===== config.mk =====
export PLATFORM = sky130hd
export DESIGN_NAME = time_code_pulse_decoder
export DESIGN_NICKNAME = d
export VERILOG_FILES = /design/src/sv/tcpd_pkg.sv /design/src/sv/time_code_pulse_decoder.sv /design/src/sv/tcpd_front.sv /design/src/sv/tcpd_fifo.sv /design/src/sv/tcpd_back.sv
export SDC_FILE = /design/constraint.sdc
export NUM_CORES = 1
export LEC_CHECK = 0
export BUFFER_PORTS_ARGS = -buffer_cell sky130_fd_sc_hd__buf_4
export CAP_MARGIN = 20
export CORE_ASPECT_RATIO = 0.9
export CORE_MARGIN = 8
export CORE_UTILIZATION = 53
export DETAILED_ROUTE_END_ITERATION = 7
export PLACE_DENSITY = 0.73
export SLEW_MARGIN = 20
export SYNTH_ARGS = -nofsm -noshare
export SYNTH_HDL_FRONTEND = slang
export SYNTH_SLANG_ARGS = --single-unit
export TNS_END_PERCENT = 50

===== constraint.sdc =====
create_clock -name clk_i -period 7.3 [get_ports clk_i]
set_input_delay 0.365 -clock clk_i [delete_from_list [all_inputs] [get_ports clk_i]]
set_output_delay 0.365 -clock clk_i [all_outputs]
set_load 0.05 [all_outputs]

===== src/sv/tcpd_pkg.sv =====
`timescale 1ns / 1ps
// ----------------------------------------------------------------------------
// tcpd_pkg
// Shared types and constants of the time code pulse decoder.
// ----------------------------------------------------------------------------
package tcpd_pkg;

  // register indexes on the configuration port
  typedef enum logic [2:0] {
    CfgPowered        = 3'd0,
    CfgZeroMin        = 3'd1,
    CfgZeroMax        = 3'd2,
    CfgOneMin         = 3'd3,
    CfgOneMax         = 3'd4,
    CfgSampleInterval = 3'd5,
    CfgMinuteGap      = 3'd6,
    CfgDebounceMax    = 3'd7
  } cfg_idx_e;

  localparam int unsigned CfgAddrWidth = 3;
  localparam int unsigned CfgDataWidth = 12;

  typedef struct packed {
    logic        powered;
    logic [9:0]  zero_min;
    logic [9:0]  zero_max;
    logic [9:0]  one_min;
    logic [9:0]  one_max;
    logic [7:0]  sample_interval;
    logic [11:0] minute_gap;
    logic [2:0]  debounce_max;
  } cfg_t;

  localparam cfg_t CfgReset = '{
    powered:         1'b0,
    zero_min:        10'd55,
    zero_max:        10'd120,
    one_min:         10'd155,
    one_max:         10'd220,
    sample_interval: 8'd2,
    minute_gap:      12'd1500,
    debounce_max:    3'd2
  };

  // what the front end saw on one poll
  typedef enum logic [1:0] {
    EvNone = 2'd0,
    EvOff  = 2'd1,
    EvFall = 2'd2,
    EvRise = 2'd3
  } ev_kind_e;

  // pulse classes
  localparam logic [1:0] ClsZero = 2'd0;
  localparam logic [1:0] ClsOne  = 2'd1;
  localparam logic [1:0] ClsBad  = 2'd2;
  localparam logic [1:0] ClsNone = 2'd3;

  // bit position codes
  localparam logic [6:0] PosNotSynced  = 7'h7f;
  localparam logic [6:0] PosMax        = 7'd63;
  localparam logic [6:0] PosLastStored = 7'd59;
  localparam logic [6:0] PosFrameShort = 7'd58;
  localparam logic [6:0] PosFrameLong  = 7'd59;

  // one result, last member in the lowest bits
  typedef struct packed {
    logic [7:0] year_value;
    logic [4:0] month_value;
    logic [5:0] day_value;
    logic [5:0] hour_value;
    logic [6:0] minute_value;
    logic       frame_ok;
    logic       minute_mark;
    logic [1:0] bit_class;
    logic       edge_detected;
  } result_t;

  localparam int unsigned ResultWidth = $bits(result_t);

endpackage


===== src/sv/time_code_pulse_decoder.sv =====
`timescale 1ns / 1ps
// ----------------------------------------------------------------------------
// time_code_pulse_decoder
// Minute frame decoder for a pulse width time code receiver.
//
//   port group   dir  fields (lsb first)
//   s_axis       in   tdata: time_ms[31:0], pin_level[32]
//   m_axis       out  tdata: edge_detected, bit_class, minute_mark, frame_ok,
//                            minute, hour, day, month, year values
//   cfg          in   we, addr (register index), wdata[11:0]
//
// One poll per cycle is accepted while the queue is not full. Each poll is
// queued, then its result is registered when the back end takes it and
// leaves at the first edge with the output side ready. The front end keeps
// the debounce state and the back end the frame state; a two-entry queue
// lets either side stall, so input stalls once the result register and both
// queue entries are held. Reset is asynchronous and needs no clearing pass.
// ----------------------------------------------------------------------------
module time_code_pulse_decoder #(
  parameter int unsigned TimeWidth = 32,
  parameter int unsigned FrameBits = 64
) (
  input  logic                                clk_i,
  input  logic                                rst_ni,
  input  logic                                s_axis_tvalid_i,
  output logic                                s_axis_tready_o,
  input  logic [39:0]                         s_axis_tdata_i,  // time_ms, pin_level
  output logic                                m_axis_tvalid_o,
  input  logic                                m_axis_tready_i,
  // edge_detected, bit_class, minute_mark, frame_ok, minute_value, hour_value,
  // day_value, month_value, year_value
  output logic [39:0]                         m_axis_tdata_o,
  input  logic                                cfg_we_i,
  input  logic [tcpd_pkg::CfgAddrWidth-1:0]   cfg_addr_i,
  input  logic [tcpd_pkg::CfgDataWidth-1:0]   cfg_wdata_i
);
  import tcpd_pkg::*;

  localparam int unsigned EvWidth = TimeWidth + 2;

  cfg_t                 cfg_q;
  logic                 q_full, q_push, q_pop, q_valid;
  ev_kind_e             f_kind;
  logic [TimeWidth-1:0] f_time;
  logic [EvWidth-1:0]   q_rdata;
  result_t              result;

  always_ff @(posedge clk_i or negedge rst_ni) begin
    if (!rst_ni) begin
      cfg_q <= CfgReset;
    end else if (cfg_we_i) begin
      unique case (cfg_idx_e'(cfg_addr_i))
        CfgPowered:        cfg_q.powered         <= cfg_wdata_i[0];
        CfgZeroMin:        cfg_q.zero_min        <= cfg_wdata_i[9:0];
        CfgZeroMax:        cfg_q.zero_max        <= cfg_wdata_i[9:0];
        CfgOneMin:         cfg_q.one_min         <= cfg_wdata_i[9:0];
        CfgOneMax:         cfg_q.one_max         <= cfg_wdata_i[9:0];
        CfgSampleInterval: cfg_q.sample_interval <= cfg_wdata_i[7:0];
        CfgMinuteGap:      cfg_q.minute_gap      <= cfg_wdata_i[11:0];
        CfgDebounceMax:    cfg_q.debounce_max    <= cfg_wdata_i[2:0];
        default: ;
      endcase
    end
  end

  tcpd_front #(
    .TimeWidth (TimeWidth)
  ) u_front (
    .clk_i       (clk_i),
    .rst_ni      (rst_ni),
    .cfg_i       (cfg_q),
    .in_valid_i  (s_axis_tvalid_i),
    .in_ready_o  (s_axis_tready_o),
    .time_ms_i   (s_axis_tdata_i[31:0]),
    .pin_level_i (s_axis_tdata_i[32]),
    .q_full_i    (q_full),
    .push_o      (q_push),
    .ev_kind_o   (f_kind),
    .ev_time_o   (f_time)
  );

  tcpd_fifo #(
    .Width (EvWidth)
  ) u_fifo (
    .clk_i   (clk_i),
    .rst_ni  (rst_ni),
    .push_i  (q_push),
    .wdata_i ({f_kind, f_time}),
    .full_o  (q_full),
    .pop_i   (q_pop),
    .valid_o (q_valid),
    .rdata_o (q_rdata)
  );

  tcpd_back #(
    .TimeWidth (TimeWidth),
    .FrameBits (FrameBits)
  ) u_back (
    .clk_i       (clk_i),
    .rst_ni      (rst_ni),
    .cfg_i       (cfg_q),
    .ev_valid_i  (q_valid),
    .ev_kind_i   (ev_kind_e'(q_rdata[EvWidth-1:TimeWidth])),
    .ev_time_i   (q_rdata[TimeWidth-1:0]),
    .pop_o       (q_pop),
    .out_valid_o (m_axis_tvalid_o),
    .out_ready_i (m_axis_tready_i),
    .result_o    (result)
  );

  assign m_axis_tdata_o = {(40 - ResultWidth)'(0), result};

`ifndef SYNTHESIS
  a_ok_needs_mark: assert property (@(posedge clk_i) disable iff (!rst_ni)
    m_axis_tvalid_o && result.frame_ok |-> result.minute_mark)
    else $error("frame_ok without minute mark");

  a_class_needs_edge: assert property (@(posedge clk_i) disable iff (!rst_ni)
    m_axis_tvalid_o && (result.bit_class != ClsNone) |-> result.edge_detected)
    else $error("pulse class without falling edge");

  a_no_mark_no_values: assert property (@(posedge clk_i) disable iff (!rst_ni)
    m_axis_tvalid_o && !result.minute_mark |->
      (result.minute_value == 7'd0) && (result.year_value == 8'd0) &&
      (result.day_value == 6'd0))
    else $error("decoded values without minute mark");

  a_pop_fills_output: assert property (@(posedge clk_i) disable iff (!rst_ni)
    q_pop |=> m_axis_tvalid_o)
    else $error("queue popped but no result shown");
`endif

endmodule


===== src/sv/tcpd_front.sv =====
`timescale 1ns / 1ps
// ----------------------------------------------------------------------------
// tcpd_front
// Poll sampling, debounce and line edge detection.
// ----------------------------------------------------------------------------
module tcpd_front #(
  parameter int unsigned TimeWidth = 32
) (
  input  logic                  clk_i,
  input  logic                  rst_ni,
  input  tcpd_pkg::cfg_t        cfg_i,
  input  logic                  in_valid_i,
  output logic                  in_ready_o,
  input  logic [31:0]           time_ms_i,
  input  logic                  pin_level_i,
  input  logic                  q_full_i,
  output logic                  push_o,
  output tcpd_pkg::ev_kind_e    ev_kind_o,
  output logic [TimeWidth-1:0]  ev_time_o
);
  import tcpd_pkg::*;

  logic [TimeWidth-1:0] last_q, last_d, t, elapsed;
  logic [2:0]           cnt_q, cnt_d;
  logic                 line_q, line_d, prev_q, prev_d;
  logic                 taken;

  assign in_ready_o = !q_full_i;
  assign push_o     = in_valid_i && in_ready_o;
  assign t          = TimeWidth'(time_ms_i);
  assign elapsed    = t - last_q;
  assign taken      = cfg_i.powered && (elapsed > TimeWidth'(cfg_i.sample_interval));
  assign ev_time_o  = t;

  always_comb begin
    last_d    = last_q;
    cnt_d     = cnt_q;
    line_d    = line_q;
    prev_d    = prev_q;
    ev_kind_o = EvNone;
    if (!cfg_i.powered) begin
      ev_kind_o = EvOff;
    end else if (taken) begin
      last_d = t;
      if (pin_level_i) begin
        if (cnt_q < cfg_i.debounce_max) cnt_d = cnt_q + 3'd1;
        else line_d = 1'b1;
      end else begin
        if (cnt_q != 3'd0) cnt_d = cnt_q - 3'd1;
        else line_d = 1'b0;
      end
      if (!line_d && prev_q) ev_kind_o = EvFall;
      else if (line_d && !prev_q) ev_kind_o = EvRise;
      prev_d = line_d;
    end
  end

  always_ff @(posedge clk_i or negedge rst_ni) begin
    if (!rst_ni) begin
      last_q <= '0;
      cnt_q  <= '0;
      line_q <= 1'b0;
      prev_q <= 1'b0;
    end else if (push_o) begin
      last_q <= last_d;
      cnt_q  <= cnt_d;
      line_q <= line_d;
      prev_q <= prev_d;
    end
  end

endmodule


===== src/sv/tcpd_fifo.sv =====
`timescale 1ns / 1ps
// ----------------------------------------------------------------------------
// tcpd_fifo
// Two-entry queue between the front and back ends.
// ----------------------------------------------------------------------------
module tcpd_fifo #(
  parameter int unsigned Width = 34
) (
  input  logic             clk_i,
  input  logic             rst_ni,
  input  logic             push_i,
  input  logic [Width-1:0] wdata_i,
  output logic             full_o,
  input  logic             pop_i,
  output logic             valid_o,
  output logic [Width-1:0] rdata_o
);

  logic [Width-1:0] mem_q [2];
  logic             wr_ptr_q, rd_ptr_q;
  logic [1:0]       cnt_q, cnt_d;

  assign full_o  = (cnt_q == 2'd2);
  assign valid_o = (cnt_q != 2'd0);
  assign rdata_o = mem_q[rd_ptr_q];

  always_comb begin
    cnt_d = cnt_q;
    if (push_i && !pop_i) cnt_d = cnt_q + 2'd1;
    else if (pop_i && !push_i) cnt_d = cnt_q - 2'd1;
  end

  always_ff @(posedge clk_i) begin
    if (push_i) mem_q[wr_ptr_q] <= wdata_i;
  end

  always_ff @(posedge clk_i or negedge rst_ni) begin
    if (!rst_ni) begin
      wr_ptr_q <= 1'b0;
      rd_ptr_q <= 1'b0;
      cnt_q    <= 2'd0;
    end else begin
      if (push_i) wr_ptr_q <= !wr_ptr_q;
      if (pop_i) rd_ptr_q <= !rd_ptr_q;
      cnt_q <= cnt_d;
    end
  end

endmodule


===== src/sv/tcpd_back.sv =====
`timescale 1ns / 1ps
// ----------------------------------------------------------------------------
// tcpd_back
// Pulse timing, bit storage, frame decode and the result register.
// ----------------------------------------------------------------------------
module tcpd_back #(
  parameter int unsigned TimeWidth = 32,
  parameter int unsigned FrameBits = 64
) (
  input  logic                  clk_i,
  input  logic                  rst_ni,
  input  tcpd_pkg::cfg_t        cfg_i,
  input  logic                  ev_valid_i,
  input  tcpd_pkg::ev_kind_e    ev_kind_i,
  input  logic [TimeWidth-1:0]  ev_time_i,
  output logic                  pop_o,
  output logic                  out_valid_o,
  input  logic                  out_ready_i,
  output tcpd_pkg::result_t     result_o
);
  import tcpd_pkg::*;

  localparam int unsigned PosIdxW = $clog2(FrameBits);

  function automatic logic [7:0] times10(input logic [3:0] d);
    return {1'b0, d, 3'b000} + {3'b000, d, 1'b0};
  endfunction

  logic [TimeWidth-1:0] start_q, start_d, end_q, end_d, width, gap;
  logic [6:0]           pos_q, pos_d;
  logic [FrameBits-1:0] frame_q, frame_d;
  logic                 out_valid_q;
  result_t              res_q, res_d;
  logic [7:0]           mi, hr, dy, mo, yr;
  logic                 par_ok, range_ok;
  logic [1:0]           cls;

  assign pop_o       = ev_valid_i && (!out_valid_q || out_ready_i);
  assign out_valid_o = out_valid_q;
  assign result_o    = res_q;
  assign width       = ev_time_i - start_q;
  assign gap         = ev_time_i - end_q;

  // frame decode
  assign mi = 8'(frame_q[24:21]) + times10({1'b0, frame_q[27:25]});
  assign hr = 8'(frame_q[32:29]) + times10({2'b00, frame_q[34:33]});
  assign dy = 8'(frame_q[39:36]) + times10({2'b00, frame_q[41:40]});
  assign mo = 8'(frame_q[48:45]) + times10({3'b000, frame_q[49]});
  assign yr = 8'(frame_q[53:50]) + times10(frame_q[57:54]);
  assign par_ok = !(^frame_q[28:21]) && !(^frame_q[35:29]) && !(^frame_q[58:36]);
  assign range_ok = (mi <= 8'd59) && (hr <= 8'd23) && (dy >= 8'd1) && (dy <= 8'd31)
                    && (mo >= 8'd1) && (mo <= 8'd12);

  always_comb begin
    if (width >= TimeWidth'(cfg_i.zero_min) && width <= TimeWidth'(cfg_i.zero_max)) begin
      cls = ClsZero;
    end else if (width >= TimeWidth'(cfg_i.one_min) &&
                 width <= TimeWidth'(cfg_i.one_max)) begin
      cls = ClsOne;
    end else begin
      cls = ClsBad;
    end
  end

  always_comb begin
    start_d         = start_q;
    end_d           = end_q;
    pos_d           = pos_q;
    frame_d         = frame_q;
    res_d           = '0;
    res_d.bit_class = ClsNone;
    unique case (ev_kind_i)
      EvNone: ;
      EvOff: res_d.edge_detected = 1'b1;
      EvFall: begin
        res_d.edge_detected = 1'b1;
        res_d.bit_class     = cls;
        end_d               = ev_time_i;
        if (cls == ClsBad) begin
          pos_d = PosNotSynced;
        end else if (pos_q <= PosLastStored && cls == ClsOne) begin
          frame_d[pos_q[PosIdxW-1:0]] = 1'b1;
        end
      end
      EvRise: begin
        start_d = ev_time_i;
        if (gap > TimeWidth'(cfg_i.minute_gap)) begin
          if (pos_q == PosFrameShort || pos_q == PosFrameLong) begin
            res_d.minute_mark  = 1'b1;
            res_d.frame_ok     = par_ok && range_ok;
            res_d.minute_value = mi[6:0];
            res_d.hour_value   = hr[5:0];
            res_d.day_value    = dy[5:0];
            res_d.month_value  = mo[4:0];
            res_d.year_value   = yr;
          end
          pos_d   = '0;
          frame_d = '0;
        end else if (pos_q < PosMax) begin
          pos_d = pos_q + 7'd1;
        end
      end
      default: ;
    endcase
  end

  always_ff @(posedge clk_i or negedge rst_ni) begin
    if (!rst_ni) begin
      start_q     <= '0;
      end_q       <= '0;
      pos_q       <= PosNotSynced;
      frame_q     <= '0;
      out_valid_q <= 1'b0;
    end else begin
      if (pop_o) begin
        start_q     <= start_d;
        end_q       <= end_d;
        pos_q       <= pos_d;
        frame_q     <= frame_d;
        out_valid_q <= 1'b1;
      end else if (out_ready_i) begin
        out_valid_q <= 1'b0;
      end
    end
  end

  always_ff @(posedge clk_i) begin
    if (pop_o) res_q <= res_d;
  end

endmodule

==> results.sh, run 1 <==
export IMPL_synthTopCellsByArea="dfrtp_1, edfxtp_1, ha_1"
export IMPL_globalplace_congestion=0.909
export IMPL_worst_path_buf_inv=4
export IMPL_utilization_pct=59.7
export IMPL_max_freq_mhz=163
export IMPL_clk_latency_ns=0.55
export IMPL_grt_antenna_before_repair=0
export IMPL_finalCriticalPeriod_ns=6.13
export IMPL_hold_violations=0
export IMPL_holdCritStartpoint="s_axis_tdata_i[7]"
export IMPL_grtUsageMet1_pct=29.0
export IMPL_syn_area_um2=21000
export IMPL_ys_ff_latch=319
export IMPL_drtIter0Drc=1111
export IMPL_cts_sinks=319
export IMPL_clk_path_buf_depth=3
export IMPL_fin_area_um2=23500
export IMPL_synth_async_reset_ratio_pct=67.1
export IMPL_cts_resized=0
export IMPL_crit_family="compound AO/OA/AOI/OAI gates"
export IMPL_slowest_stage="buf_4"
export IMPL_core_um2=39300
export IMPL_met3_usage_pct=2.92
export IMPL_r2r_slack_ns=1.17
export IMPL_first_global_vias=15900
export IMPL_io_pins=102
export IMPL_drt_wl_total_um=49500
export IMPL_cts_buffers=38
export IMPL_synth_distinct_cells=78
export IMPL_use_met2_pct=35.6
export IMPL_r2r_worst_path_cells=24
export IMPL_core_rowCount=69
export IMPL_initial_core_util_pct=53.5
export IMPL_worst_hold_path_endpoint="u_fifo.mem_q[1][7]$_DFFE_PP_"
export IMPL_fin_skew_ns=0.0319
export IMPL_seq_area_frac_synth_pct=40.7
export IMPL_post_drt_wl_per_cell_um=17.5
export IMPL_outcome="finished clean"
export IMPL_n_antenna_cell=0
export IMPL_finalSetupTns_ns=0
export IMPL_crit_required_ns=7.60
export IMPL_synth_ff_type="dfrtp_1"
export IMPL_finalCritPeriodShare_pct=84.0
export IMPL_hpwlAfterDp_um=37100
export IMPL_drive_gt1_share_pct=13.0
export IMPL_dr_pass1_iters=5
export IMPL_area_growth_pct=11.6
export IMPL_r2r_end="u_back.result_o[26]$_SDFFCE_PN0P_"
export IMPL_via_count=16400
export IMPL_whs_path_depth=1
export IMPL_finalNonFillerCells=2837
export IMPL_ys_warn_count=0
export IMPL_hp_class="in2reg"
export IMPL_yosys_area_top_type="dfrtp_1"
export IMPL_cts_root_buf="clkbuf_16"
export IMPL_startpoint_type="flip-flop"
export IMPL_ir_worst_vdd_mv=0.281
export IMPL_place_inst=2767
export IMPL_htree_levels=2
export IMPL_r2r_start="u_fifo.rd_ptr_q$_DFFE_PN0P_"
export IMPL_clkTransAtPathRegs_ns=0.06
export IMPL_crit_chain="buf_4 > mux2i_1 > inv_1 > ha_1 > o211ai_1 > a21oi_1 > nor2_1 > o31ai_1 > a21o_1 > a21oi_1 > xnor2_1 > ha_1 > nand4_1 > a21oi_1 > a211oi_1 > a21oi_1 > a211oi_1 > and4_1 > nand4_1 > or2_2 > nand3_1 > buf_4 > inv_1 > and2_1"
export IMPL_holdWs_ns=0.0284
export IMPL_placed_cell_area_um2=22100
export IMPL_fp_dieW_um=226
export IMPL_dieArea_um2=46300
export IMPL_grt_pass1_wl_um=81600
export IMPL_yosysTopAreaCellShare_pct=21.3
export IMPL_grt_ovfl_total=0
export IMPL_synthCells=2224
export IMPL_p_leak_uw=0.0104
export IMPL_final_cell_mix="inv_1, a21oi_1, ha_1"
export IMPL_drc=0
export IMPL_io_buffers=91
export IMPL_cp_end_kind="flip-flop"
export IMPL_maxSlewViolCount=0
export IMPL_die_height_um=205
export IMPL_powerDensity_nw_per_um2=519
export IMPL_path_class="reg2reg"
export IMPL_vias_per_cell=5.78
export IMPL_final_common_cell="inv_1"
export IMPL_finalSetupViolCount=0
export IMPL_rsz0062_at_grt="false"
export IMPL_grt_usage_pct=21.4
export IMPL_tightestPinTransition_ns=1.07
export IMPL_arrival_ns=6.43
export IMPL_avgSynthCellArea_um2=9.46
export IMPL_tritoncts="yes"
export IMPL_path_max_fanout=30
export IMPL_max_stage_delay_ns=0.46
export IMPL_grt_most_used_layer="met2"
export IMPL_grt_max_degree=81
export IMPL_max_cap_viol_count=0
export IMPL_worst_path_most_repeated_cell="a21oi_1"
export IMPL_synth_edf_count=105
export IMPL_drtAntennaViolNets=0
export IMPL_relSlewSlack_pct=27.8
export IMPL_fin_nets=2531
[where the power goes]
| group | internal [uW] | switching, uW |
|---|---|---|
| logic | 2900 | 4490 |
| clock network | 1220 | 767 |
| registers | 2500 | 294 |
| total | 6620 | 5550 |
[cells in the mapped netlist, types with 32 or more instances]
cell type	count
o21ai_0	133
mux2i_1	41
nor4_1	50
nand4_1	42
clkbuf_1	75
mux2_2	74
nand3_1	32
nand2_1	133
a21oi_1	193
xnor2_1	80
ha_1	184
edfxtp_1	105
o21a_1	68
xor2_1	32
a21o_1	37
inv_1	224
dfstp_2	35
nor3_1	37
nor2_1	168
dfrtp_1	179
[cell families after synthesis]
kind of cell / Yosys count / synth area share (%)
other: 1 / 0.0178
flip-flops: 319 / 40.7
XOR/XNOR: 112 / 4.66
buffers and inverters: 319 / 5.91
adder cells (fa/ha/maj): 194 / 11.9
AND/OR/NAND/NOR: 590 / 13.9
multiplexers: 117 / 6.02
AO/OA/AOI/OAI: 572 / 17.0
[layer usage]
metal	vias up	part of all wire [%]
li1	8046	-
met1	7888	46
met2	395	47
met3	74	4.6
met4	0	2.2
met5	-	0
[worst max path at each step]
| stage | from | to | slack [ns] | cells past startpoint |
|---|---|---|---|---|
| after floorplan | u_fifo.rd_ptr_q$_DFFE_PN0P_ | u_back.result_o[12]$_SDFFCE_PN0P_ | 1.79 | 25 |
| after global placement | u_fifo.rd_ptr_q$_DFFE_PN0P_ | u_back.result_o[5]$_SDFFCE_PN0P_ | 1.32 | 24 |
| after detailed placement | u_fifo.rd_ptr_q$_DFFE_PN0P_ | u_back.result_o[31]$_SDFFCE_PN0P_ | 1.24 | 24 |
| after CTS | u_fifo.rd_ptr_q$_DFFE_PN0P_ | u_back.result_o[31]$_SDFFCE_PN0P_ | 1.19 | 24 |
| after global routing | u_fifo.rd_ptr_q$_DFFE_PN0P_ | u_back.result_o[31]$_SDFFCE_PN0P_ | 0.69 | 24 |
| final | u_fifo.rd_ptr_q$_DFFE_PN0P_ | u_back.result_o[26]$_SDFFCE_PN0P_ | 1.17 | 24 |
[layout make-up]
cell class,count,area (um^2)
multi-input combinational,1588,11300
inverter,224,841
timing repair buffer,106,812
clock buffer,44,973
fill,3344,15800
sequential,319,8550
tap,532,666
clock inverter,24,337
[per-stage QoR]
step	power [uW]	setup slack (ns)
after CTS	12200	1.19
after detailed placement	10100	1.24
after global placement	9930	1.32
final	12200	1.17
after global routing	13200	0.694
after floorplan	8370	1.79
[worst reg2reg max path: stages (launching register included)]
cell	delay, ns
dfrtp_2	0.44
buf_4	0.46
mux2i_1	0.26
inv_1	0.12
ha_1	0.38
o211ai_1	0.10
a21oi_1	0.35
nor2_1	0.10
o31ai_1	0.37
a21o_1	0.17
a21oi_1	0.07
xnor2_1	0.14
ha_1	0.30
nand4_1	0.15
a21oi_1	0.07
a211oi_1	0.21
a21oi_1	0.16
a211oi_1	0.26
and4_1	0.23
nand4_1	0.21
or2_2	0.46
nand3_1	0.11
buf_4	0.24
inv_1	0.27
and2_1	0.26
[repair_timing]
action / in CTS / in global routing
hold buffers: 2 / 0
hold endpoints to repair: 71 / 0
setup buffers: 0 / 0
[state kept, by name (all words and copies together), names as in the netlist]
register and flops:
u_fifo.mem_q 68, cfg_q 64, u_back.frame_q 38, u_back.result_o 37
u_back.end_q 32, u_back.start_q 32, u_front.last_q 32, u_back.pos_q 7
u_front.cnt_q 3, u_fifo.cnt_q 2, u_back.out_valid_o 1, u_fifo.rd_ptr_q 1
u_fifo.wr_ptr_q 1, u_front.line_q 1
(Power assumes the default switching activity.)
==> inputs of run 2 (changes only) <==
ABC_AREA = 1   (was default)
clock period = 5.8 ns   (was 7.3 ns; I/O delays follow)
==> run 2 against run 1 <==
Effect of this change: worst hold slack got worse by 0.0014 ns; non-clock buffer count rose by 37; clock skew fell by 0.013 ns; synthesized cell count rose by 48%; critical path type unchanged.
==> results.sh, run 2 <==
export IMPL_syn_area_um2=23400
export IMPL_yosys_cell_count_top_type="nand2_1"
export IMPL_htree_levels=2
export IMPL_place_ws_ns=0.613
export IMPL_cp_end_kind="flip-flop"
export IMPL_synthTopCellsByArea="dfrtp_1, nand2_1, edfxtp_1"
export IMPL_outcome="finished clean"
export IMPL_final_cell_mix="nand2_1, inv_1, nor2_1"
export IMPL_synth_top_family_by_area="simple AND/OR/NAND/NOR gates"
export IMPL_setup_slack_ns=0.611
export IMPL_r2r_worst_path_cells=25
export IMPL_reg_top3="u_fifo.mem_q x68, cfg_q x64, u_back.frame_q x38"
export IMPL_whs_path_depth=3
export IMPL_r2r_slack_ns=0.61
export IMPL_fp_dieW_um=238
export IMPL_tritoncts="yes"
export IMPL_grt_max_degree=163
export IMPL_io_pins=102
export IMPL_relSlewSlack_pct=25.4
export IMPL_largest_reg_flops=68
export IMPL_synthCells=3292
export IMPL_synthSimpleGateAreaFrac_pct=30.3
export IMPL_rsz0062_at_grt="false"
export IMPL_die_height_um=215
export IMPL_drt_wl_total_um=63100
export IMPL_seq_area_frac_synth_pct=36.5
export IMPL_fin_nets=3664
export IMPL_cts_setup_buffers=0
export IMPL_crit_required_ns=6.09
export IMPL_maxSlewViolCount=0
export IMPL_grt_ovfl_total=0
export IMPL_cts_root_buf="clkbuf_16"
export IMPL_clk_latency_ns=0.55
export IMPL_worst_hold_path_endpoint="cfg_q[14]$_DFFE_PN0P_"
export IMPL_arrival_ns=5.48
export IMPL_drive_gt1_share_pct=7.76
export IMPL_synth_fa_ha_area_share_pct=10.7
export IMPL_io_buffers=91
export IMPL_hold_violations=0
export IMPL_holdWs_ns=0.0270
export IMPL_avgSynthCellArea_um2=7.11
export IMPL_dieArea_um2=51200
export IMPL_post_drt_wl_per_cell_um=15.6
export IMPL_clk_path_buf_depth=3
export IMPL_r2r_end="u_back.result_o[15]$_SDFFCE_PN0P_"
export IMPL_finalSetupTns_ns=0
export IMPL_core_rowCount=73
export IMPL_startpoint_type="flip-flop"
export IMPL_first_global_vias=20800
export IMPL_grt_antenna_before_repair=1
export IMPL_hpwlAfterDp_um=48700
export IMPL_cts_sinks=319
export IMPL_hp_class="in2reg"
export IMPL_area_growth_pct=12.3
export IMPL_vias_per_cell=5.30
export IMPL_largest_register="u_fifo.mem_q"
export IMPL_synth_ff_type="dfrtp_1"
export IMPL_max_cap_viol_count=0
export IMPL_grt_usage_pct=24.6
export IMPL_path_class="reg2reg"
export IMPL_synth_area_mux_share_pct=1.58
export IMPL_cts_buffers=37
export IMPL_drtAntennaViolNets=0
export IMPL_synth_async_reset_ratio_pct=67.1
export IMPL_finalSetupViolCount=0
export IMPL_tightestPinTransition_ns=1.12
export IMPL_yosysTopAreaCellShare_pct=19.1
export IMPL_final_common_cell="nand2_1"
export IMPL_finalCriticalPeriod_ns=5.19
export IMPL_finalCritPeriodShare_pct=89.5
export IMPL_synthXorXnorAreaFrac_pct=2.92
export IMPL_synthTopCellsByCount="nand2_1, inv_1, nor2_1, ha_1, dfrtp_1"
export IMPL_initial_core_util_pct=53.3
export IMPL_globalplace_congestion=0.952
export IMPL_via_count=21400
export IMPL_r2r_start="u_fifo.rd_ptr_q$_DFFE_PN0P_"
export IMPL_drc=0
export IMPL_yosys_area_top_type="dfrtp_1"
export IMPL_path_max_fanout=20
export IMPL_fin_skew_ns=0.0191
export IMPL_drtIter0Drc=1891
export IMPL_holdCritStartpoint="cfg_wdata_i[11]"
export IMPL_max_freq_mhz=193
export IMPL_ys_ff_latch=319
export IMPL_dr_pass1_iters=6
export IMPL_grt_pass1_wl_um=104000
export IMPL_synth_edf_count=105
export IMPL_core_um2=43900
export IMPL_synth_distinct_cells=50
export IMPL_ys_warn_count=0
export IMPL_synth_compound_area_share_pct=7.34
export IMPL_clkTransAtPathRegs_ns=0.06
[run 2: cell count changes after synthesis, sizes merged, moves of 44 or more]
cell / before / now
inv: 224 / 572
a21oi: 194 / 139
nand2: 133 / 1075
nor4: 51 / 7
mux2: 76 / 32
xnor2: 80 / 29
o21a: 68 / 4
nand3: 32 / 182
nor2: 168 / 293
nand4: 42 / 90
[run 2: logic make-up after synthesis]
group / count (synthesis)
AND/OR/NAND/NOR: 1702
other: 1
multiplexers: 33
adder cells (fa/ha/maj): 194
AO/OA/AOI/OAI: 327
flip-flops: 319
XOR/XNOR: 78
buffers and inverters: 638
[run 2: metal layers]
metal  up-vias  GRT usage [%]  share of wire, %  routed length (um)
li1      10700              -                 -                   -
met1     10000           33.4                45               28700
met2       590           40.3                46               28800
met3       122           2.88               5.9                3700
met4         0           9.16               3.1                1960
met5         -              0                 0                   0
[run 2: worst max path at each step]
stage	from	end	slack, ns	cells after the start
floorplan	u_back.out_valid_o$_DFFE_PN0P_	u_back.frame_q[39]$_DFFE_PN0P_	1.42	11
global placement	u_fifo.rd_ptr_q$_DFFE_PN0P_	u_back.result_o[23]$_SDFFCE_PN0P_	0.70	25
detailed placement	u_fifo.rd_ptr_q$_DFFE_PN0P_	u_back.result_o[15]$_SDFFCE_PN0P_	0.61	25
CTS	u_fifo.rd_ptr_q$_DFFE_PN0P_	u_back.result_o[15]$_SDFFCE_PN0P_	0.59	25
global route	u_fifo.rd_ptr_q$_DFFE_PN0P_	u_back.result_o[15]$_SDFFCE_PN0P_	0.23	25
finish	u_fifo.rd_ptr_q$_DFFE_PN0P_	u_back.result_o[15]$_SDFFCE_PN0P_	0.61	25
[run 2: worst max-delay path, cell delays in order (launching register included)]
cell and delay [ns]:
dfrtp_1 0.70, mux2i_1 0.47, ha_1 0.22, inv_1 0.08, fa_1 0.44, nand3_1 0.13
nand3_2 0.14, nand2_1 0.10, nand2_1 0.10, xor2_1 0.17, ha_1 0.28, nand2_1 0.08
nor2_1 0.05, nor2_1 0.08, nand2_1 0.06, nand2_1 0.05, nand2_1 0.04, nand2_1 0.08
nand4_1 0.10, nor2_1 0.11, nand3_1 0.19, nor3_1 0.42, nand2_1 0.10, nand2_1 0.44
buf_12 0.22, nor3_1 0.06
[run 2: layout make-up]
cell class              instances  area, um^2
diodes                          1        2.50
clock inverters                17         163
flip-flops and latches        319        8550
inverters                     572        2150
fillers                      3970       17600
repair buffers                143        1200
clock buffers                  51        1040
well taps                     600         751
multi-input cells            2337       12400
[run 2: stage by stage]
| step | cell area (um^2) | utilization, % | cells |
|---|---|---|---|
| after floorplan | 23400 | - | 3294 |
| after global placement | 24700 | 56.2 | 3934 |
| after detailed placement | 24700 | 56.2 | 3934 |
| after CTS | 26300 | 59.8 | 4039 |
| after global routing | 26300 | 59.8 | 4040 |
| final | 26300 | 59.8 | 4040 |
[run 2: timing repair]
| action | CTS | global route |
|---|---|---|
| gates resized for setup | 0 | 0 |
| hold buffers | 37 | 0 |
| endpoints found under the hold margin | 124 | 0 |
Power of run 2 is left out: the tool's default activity adds up to more than one toggle a clock period on the data nets, which glitch-free logic cannot reach.
==> inputs of run 3 (changes only) <==
CORE_UTILIZATION = 35   (was 53)
PLACE_DENSITY = 0.53   (was 0.73)
==> run 3 against run 2 <==
Effect of this change: sequential cell count unchanged; register-to-register slack improved by 0.21 ns; largest cell class unchanged; sequential share of layout area decreased by 0.66 points; clock skew increased by 0.015 ns; fmax increased by 4.2%; wire length increased by 1.3%; cell count increased by 6.9%; worst setup slack improved by 0.21 ns; via count decreased by 5.1%; cell area increased by 2.1%; first-iteration DRC count decreased by 31%.
==> results.sh, run 3 (synthesis results as in run 2) <==
export IMPL_max_stage_delay_ns=0.66
export IMPL_dr_pass1_iters=7
export IMPL_path_max_fanout=17
export IMPL_grt_pass1_wl_um=104000
export IMPL_drt_wl_total_um=63900
export IMPL_fin_skew_ns=0.0339
export IMPL_finalSetupViolCount=0
export IMPL_initial_core_util_pct=35.1
export IMPL_largest_reg_flops=68
export IMPL_r2r_start="u_fifo.rd_ptr_q$_DFFE_PN0P_"
export IMPL_fp_dieW_um=289
export IMPL_io_buffers=91
export IMPL_hold_violations=0
export IMPL_path_class="reg2reg"
export IMPL_reg_top3="u_fifo.mem_q x68, cfg_q x64, u_back.frame_q x38"
export IMPL_worst_path_buf_inv=3
export IMPL_startpoint_type="flip-flop"
export IMPL_grt_usage_pct=17.1
export IMPL_die_height_um=261
export IMPL_crit_required_ns=6.11
export IMPL_hp_class="in2reg"
export IMPL_finalCriticalPeriod_ns=4.98
export IMPL_arrival_ns=5.29
export IMPL_drtAntennaViolNets=0
export IMPL_cts_resized=0
export IMPL_fin_nets=3667
export IMPL_grt_antenna_before_repair=1
export IMPL_cp_end_kind="flip-flop"
export IMPL_max_freq_mhz=201
export IMPL_via_count=20300
export IMPL_drtIter0Drc=1297
export IMPL_max_cap_viol_count=0
export IMPL_tritoncts="yes"
export IMPL_rsz0062_at_grt="false"
export IMPL_cts_setup_buffers=0
export IMPL_cp_startpoint="u_fifo.rd_ptr_q$_DFFE_PN0P_"
export IMPL_grt_max_degree=128
export IMPL_htree_levels=2
export IMPL_finalCritPeriodShare_pct=85.9
export IMPL_cts_root_buf="clkbuf_16"
export IMPL_grt_ovfl_total=0
export IMPL_holdCritStartpoint="cfg_wdata_i[5]"
export IMPL_first_global_vias=19700
export IMPL_globalplace_congestion=0.920
export IMPL_post_drt_wl_per_cell_um=14.8
export IMPL_drc=0
export IMPL_clkTransAtPathRegs_ns=0.06
export IMPL_outcome="finished clean"
export IMPL_final_cell_mix="nand2_1, inv_1, nor2_1"
export IMPL_relSlewSlack_pct=33.0
export IMPL_hpwlAfterDp_um=50000
export IMPL_tightestPinTransition_ns=1.00
export IMPL_clk_latency_ns=0.57
export IMPL_core_rowCount=90
export IMPL_cts_buffers=41
export IMPL_worst_path_most_repeated_cell="nand2_1"
export IMPL_final_common_cell="nand2_1"
export IMPL_finalSetupTns_ns=0
export IMPL_vias_per_cell=4.71
export IMPL_maxSlewViolCount=0
export IMPL_crit_family="simple AND/OR/NAND/NOR gates"
export IMPL_cts_sinks=319
export IMPL_slowest_stage="dfrtp_1"
export IMPL_clk_path_buf_depth=3
export IMPL_core_um2=66700
export IMPL_n_antenna_cell=0
export IMPL_drive_gt1_share_pct=7.98
export IMPL_area_growth_pct=14.6
export IMPL_dieArea_um2=75400
export IMPL_io_pins=102
export IMPL_cts_hold_fix_buffers=38
export IMPL_largest_register="u_fifo.mem_q"
==> run 3: changes by cell type in the layout (fill, tap and decap cells not counted), sizes merged <==
cell	delta
diode	-1
clkbuf	+4
inv	-1
clkinv	-1
dlygate4sd3	+1
bufinv	+4
buf	-2
==> run 3: worst register-to-register path: cells and delay by family (launching register included) <==
kind                       cells  cell delay (ns)
xor gates and xnor gates       1             0.18
muxes                          1             0.62
adders and majority gates      3             0.96
DFF                            1             0.66
buffers and inverters          3             0.42
and+or+nand+nor               19             1.90
==> run 3: final cells by class <==
class | instances | area (um^2)
fill | 7154 | 39800
clock inverter | 19 | 284
inverter | 572 | 2150
timing repair buffer | 142 | 1180
multi-input combinational | 2337 | 12400
tap | 874 | 1090
clock buffer | 55 | 1140
sequential | 319 | 8550
==> run 3: per-stage QoR <==
| stage | area [um^2] | hold slack, ns | worst slack [ns] | util, % | std cells |
|---|---|---|---|---|---|
| 6_report | 26800 | 0.106 | 0.820 | 40.2 | 4318 |
| 3_5_place_dp | 25000 | 0.366 | 0.776 | 37.5 | 4206 |
| 5_1_grt | 26800 | 0.114 | 0.262 | 40.2 | 4318 |
| 2_1_floorplan | 23400 | -0.00559 | 1.42 | - | 3294 |
| 3_3_place_gp | 25000 | 0.366 | 0.803 | 37.5 | 4206 |
| 4_1_cts | 26800 | 0.0639 | 0.774 | 40.2 | 4318 |
==> run 3: final timing paths <==
| path | slack (ns) | endpoint | cells after the start |
|---|---|---|---|
| min in group asynchronous | 0.34 | u_front.cnt_q[1]$_DFFE_PN0P_ | 2 |
| worst min-delay path | 0.11 | cfg_q[38]$_DFFE_PN0P_ | 3 |
| worst max register to register | 0.82 | u_back.result_o[34]$_SDFFCE_PN0P_ | 27 |
| worst min register to register | 0.47 | u_front.last_q[19]$_DFFE_PN0P_ | 2 |
| max in group asynchronous | 4.14 | cfg_q[61]$_DFFE_PN0P_ | 3 |
| worst max-delay path | 0.82 | u_back.result_o[34]$_SDFFCE_PN0P_ | 27 |
==> run 3: metal layers <==
metal	GRT usage, %	vias up	part of all wire [%]
li1	-	10700	-
met1	23.9	9215	50
met2	27.2	323	44
met3	2.10	107	3.6
met4	5.57	0	3.0
met5	0	-	0
Power of run 3 is left out for the same reason.
